==> src/design/skped_pkg.sv <==
`default_nettype none
package skped_pkg;
    localparam int SampleWidth = 24;
    localparam int FracBits = 16;
    localparam int CoefBits = 16;
    localparam int LevelWidth = SampleWidth - 1;
    localparam int CoefWidth = CoefBits + 1;
    localparam int KneeShift = 2 * FracBits + 2 - 16;
    localparam int SqWidth = 2 * SampleWidth + 1;
    localparam int SqrtSteps = SampleWidth + 1;
    localparam logic [LevelWidth-1:0] LevelMax = '1;

    typedef enum logic [2:0] {
        REG_POLARITY = 3'd0,
        REG_THRESHOLD = 3'd1,
        REG_KNEE_WIDTH = 3'd2,
        REG_KNEE_GAIN = 3'd3,
        REG_ATTACK = 3'd4,
        REG_DECAY = 3'd5,
        REG_DECAY_INSTANT = 3'd6
    } reg_index_t;

    typedef struct packed {
        logic signed [SampleWidth-1:0] re;
        logic signed [SampleWidth-1:0] im;
    } item_t;
endpackage
`default_nettype wire

==> src/design/skped_fifo.sv <==
`default_nettype none
module skped_fifo
    import skped_pkg::*;
(
    input  wire logic  clk,
    input  wire logic  rst_n,
    input  wire logic  wr_valid,
    output logic       wr_stall,
    input  wire item_t wr_data,
    output logic       rd_valid,
    input  wire logic  rd_take,
    output item_t      rd_data
);
    item_t mem_reg [2];
    logic wp_reg, rp_reg;
    logic [1:0] cnt_reg;

    assign wr_stall = cnt_reg == 2'd2;
    assign rd_valid = cnt_reg != 2'd0;
    assign rd_data = mem_reg[rp_reg];

    always_ff @(posedge clk)
    begin
        if (wr_valid && !wr_stall)
        begin
            mem_reg[wp_reg] <= wr_data;
        end
    end

    always_ff @(posedge clk or negedge rst_n)
    begin
        if (!rst_n)
        begin
            wp_reg <= 1'b0;
            rp_reg <= 1'b0;
            cnt_reg <= 2'd0;
        end
        else
        begin
            if (wr_valid && !wr_stall)
            begin
                wp_reg <= !wp_reg;
            end
            if (rd_take && rd_valid)
            begin
                rp_reg <= !rp_reg;
            end
            cnt_reg <= cnt_reg + {1'b0, wr_valid && !wr_stall}
                - {1'b0, rd_take && rd_valid};
        end
    end
endmodule
`default_nettype wire

==> config.mk <==
export PLATFORM = sky130hd
export DESIGN_NAME = skped_fifo
export DESIGN_NICKNAME = d
export VERILOG_FILES = /design/src/design/skped_pkg.sv /design/src/design/skped_fifo.sv
export SDC_FILE = /design/constraint.sdc
export NUM_CORES = 1
export LEC_CHECK = 0
export CORE_MARGIN = 10
export CORE_UTILIZATION = 45
export DETAILED_ROUTE_END_ITERATION = 8
export DONT_BUFFER_PORTS = 1
export GPL_ROUTABILITY_DRIVEN = 0
export HOLD_SLACK_MARGIN = 0.12
export PLACE_DENSITY = 0.65
export RECOVER_POWER = 100
export SYNTH_ARGS = -nofsm -noshare
export SYNTH_HDL_FRONTEND = slang
export SYNTH_SLANG_ARGS = --single-unit
export TNS_END_PERCENT = 10
==> constraint.sdc <==
create_clock -name clk -period 3.5 [get_ports clk]
set_clock_uncertainty 0.2 [all_clocks]
set_input_delay 0.525 -clock clk [delete_from_list [all_inputs] [get_ports clk]]
set_output_delay 0.525 -clock clk [all_outputs]
set_load 0.02 [all_outputs]
== After elaboration in Yosys (flattened, before gate mapping) ==
Memory sizes are Yosys's and may differ from the RTL's.
Index checks and enable logic that the tools add are counted.

* Register bits after elaboration: 4
* RAM bits: 96
* Output and inout bits: 50
* Memories kept: 1

{| class="wikitable"
|+ Memory list
! name !! words !! width !! rd ports !! clocked after Yosys merged registers in !! write ports !! line !! source
|-
| mem_reg || 2 || 48 || 1 || 0 || 1 || skped_fifo.sv:14 || <nowiki>item_t mem_reg [2];</nowiki>
|}

* $add $sub $neg: 2
* Equal/unequal tests: 1
* Multiplexer cells: 2
* Reductions and logical operators: 6

{| class="wikitable"
|+ Operator list
! kind !! number
|-
| logical NOT 1 bit || 3
|-
| adder 2 x 1 -> 2 bit || 1
|-
| == test 2 bit (second input constant) || 1
|-
| logical AND 1 bit || 2
|-
| two-way mux 1 bit || 2
|-
| nonzero test 2 bit || 1
|-
| subtractor 2 x 1 -> 2 bit || 1
|}

== Depth between registers and ports, before layout ==
* Depth after elaboration: 5
* Mapped depth: 7

== Worst setup path after synthesis ==
OpenSTA, ideal clock, no wires.

* Kind: input to register
* Start point: input wr_valid
* End point: memory mem_reg[0][0] in the netlist's numbering, enable pin
* Library setup time: 0.454 ns
* Arrival time: 2.635 ns
* Data required time: 2.846 ns
* Setup slack: 0.212 ns
* Cell stages on the path: 2
* Path through: nand2_1 > nor2_1

* Word-level cells in the longest chain between the ends: 3

{| class="wikitable"
|+ Ends and longest elaborated chain
! element !! line !! source
|-
| from (decl) || skped_fifo.sv:7 || <nowiki>input wire logic wr_valid,</nowiki>
|-
| logical AND 1 bit || skped_fifo.sv:24 || <nowiki>if (wr_valid && !wr_stall)</nowiki>
|-
| two-way mux 1 bit || skped_fifo.sv:24 ||
|-
| two-way mux 1 bit (implied by the code) || skped_fifo.sv:26 || <nowiki>mem_reg[wp_reg] <= wr_data;</nowiki>
|-
| to (decl) || skped_fifo.sv:14 ||
|}

Every way passes these cells.

==> results_dict.tcl <==
set metrics [dict create \
    worstReg2RegStart "cnt_reg[1]$_DFF_PN0_" \
    nets 278 \
    finalHoldViolations 0 \
    clock.fmax_ghz 0.339 \
    syn_area_um2 3710 \
    hpwl_mm 4.87 \
    htreeDepth 3 \
    start_util_pct 45.6 \
    ys_types 17 \
    final_layout_size_suffix_gt1_share_pct 8.73 \
    die_h_um 111 \
    dieArea_um2 12300 \
    final.setup.tns_ns 0 \
    grt_pass1_wl_mm 10.6 \
    firstDrtPassIters 4 \
    fin_crit_sh_pct 84.2 \
    cap_violations 1 \
    path_class "flip-flop to primary output" \
    cts_buffer_depth 2 \
    multi_input_area_um2 639 \
    cp-start-kind "flip-flop" \
    synth.net_count 221 \
    worstSetupEndpointType "primary output" \
    cts_made_buffers 9 \
    crit_buf_inv 1 \
    p_per_area_nw_per_um2 791 \
    fin_ws_ns 0.554 \
    cp_top_family "flip-flops" \
    irDropWorstVdd_uv 469 \
    worstHoldStart "wr_valid" \
    post_dp_cell_area_um2 3830 \
    synthCells 167 \
    hold_class "input port to flip-flop" \
    final.min_clock_period_ns 2.95 \
    synth.avg_cell_area_um2 22.2 \
    port_buffers 0 \
    regArea_um2 2980 \
    drt_iter0_markers 52 \
    core_area_um2 8130 \
    postCtsSetupBuffers 0 \
    post-route-cell-area_um2 4480 \
    area_delta_synth_final_pct 20.7 \
    grt_antenna_before_repair 0 \
    clk_latency_ns 0.33 \
    r2r_slack_ns 0.61 \
    drt.antenna.violating_nets 0 \
    viasPerCell 4.98 \
    setup_viol 0 \
    synth_seq_area_share_pct 80.4 \
    grt_max_degree 49 \
    grt_pass1_vias 1874 \
    pre_cts_slack_ns 1.10 \
    wire_per_inst_um 20.5 \
    critPathMaxFanout 26 \
    fin_cells 334 \
    cp.arrival_ns 2.22 \
    route.detailed.drc 0 \
    insertedDiodeCount 0 \
    cp_slowest_cell "dfrtp_2" \
    violations "max-capacitance violations, max-slew violations" \
    drt_wl_total_mm 6.86 \
    min_path_cells 2 \
    cts_num_sinks 100 \
    rsz0062_at_grt "no" \
    io_pins 102 \
    vias 1662 \
    worstMarginPinSlew_ns 2.17 \
    cts.root.buffer_cell "clkbuf_8" \
    fillers 649 \
    placedCellCount 269 \
    cts_tree "built" \
    status "finished, violations left" \
    finalMaxSlewViolations 49 \
    min_to "wp_reg$_DFFE_PN0N_" \
    clkSlewWorstSetupHoldPaths_ns 0.08 \
    largest_reg_flops 96 \
    cts-resized-gates 0 \
    power_leakage_uw 0.00150 \
    row_count 33 \
    overflow 0 \
    ys_seq_elements 100 \
    die_w_um 111 \
    cpPeakStageDelay_ns 0.76 \
    relSlewSlack_pct -44.8 \
    cp-startpoint "rp_reg$_DFFE_PN0P_" \
    crit_required_ns 2.77 \
    path_cells "clkbuf_2 -> mux2_1" \
    grt_use_total_pct 11.1 \
    ys_warn_count 0 \
    r2r-end "mem_reg[0][32]$_DFFE_PP_" \
    ff2ff_path_depth 4 \
]
## cell families (layout without fill, tap and decap cells)
kind of cell / count (synthesis) / after routing / share of synthesized area [%]
xor gates and xnor gates: 4 / 4 / 0.945
adders and majority gates: 2 / 2 / 0.674
buffers and inverters: 7 / 69 / 1.52
DFF: 100 / 100 / 80.4
muxes: 48 / 48 / 15.6
and+or+nand+nor: 6 / 6 / 0.877
## layout make-up
type | count | area share [%]
clock inverters | 7 | 2.04
clock buffers | 9 | 2.77
well taps | 105 | 2.93
multi-input cells | 60 | 14.3
repair buffers | 51 | 11.2
inverters | 2 | 0.168
flip-flops and latches | 100 | 66.6
## how the worst max path moves through the flow
stage,depth (start not counted),slack [ns],endpoint
floorplan,2,0.21,mem_reg[0][0]$_DFFE_PP_
global route,2,0.37,rd_data[8]
detailed placement,2,1.10,rd_data[12]
global placement,2,1.17,rd_data[17]
finish,2,0.55,rd_data[8]
CTS,2,0.72,rd_data[12]
## metrics by stage
step,hold WS (ns),utilization [%],power (uW)
finish,0.216,55.1,3540
floorplan,0.0294,-,2740
global placement,0.0297,47.1,2860
CTS,0.232,55.8,3730
detailed placement,0.0297,47.1,2930
global route,0.211,55.1,3740
## placed cells by master (no fill, tap or decap)
cell type      count
clkbuf_2           2
clkbuf_8           9
and3_1             1
clkinv_1           2
mux2_2             1
xor2_1             1
clkinv_4           1
nand2b_1           1
clkinvlp_4         2
xnor2_1            3
mux2_1            46
nor2_2             1
or2_0              1
dlygate4sd3_1     49
and2_0             1
edfxtp_1          96
ha_1               2
bufinv_16          2
dfrtp_1            3
nand2_1            1
mux2_4             1
inv_1              2
dfrtp_2            1
## where the power goes
group / internal [uW] / switching [uW]
Combinational: 292 / 718
Clock: 399 / 357
Sequential: 1650 / 129
## cell usage after synthesis
master | instances | share of area (%)
and2_1 | 1 | 0.17
and3_1 | 1 | 0.17
buf_4 | 3 | 0.61
buf_6 | 1 | 0.30
buf_8 | 1 | 0.40
dfrtp_1 | 4 | 2.7
edfxtp_1 | 96 | 78
ha_1 | 2 | 0.67
inv_1 | 2 | 0.20
mux2_2 | 38 | 12
mux2_4 | 10 | 4.0
nand2_1 | 1 | 0.10
nand2b_1 | 1 | 0.17
nor2_1 | 1 | 0.10
or2_1 | 1 | 0.17
xnor2_1 | 3 | 0.71
xor2_1 | 1 | 0.24
## per-layer routing
metal  track usage, %  wire length (um)  part of all wire, %
met4             4.51               111                  1.6
met5                0                 0                    0
met1             11.4              2580                   38
met2             18.6              3570                   52
met3             5.68               604                  8.8
## what timing repair did
action / CTS / global route
hold buffers: 49 / 0
hold endpoints to repair: 100 / 0
setup endpoints to repair: 0 / 0
Power figures use the tool's default switching activity.
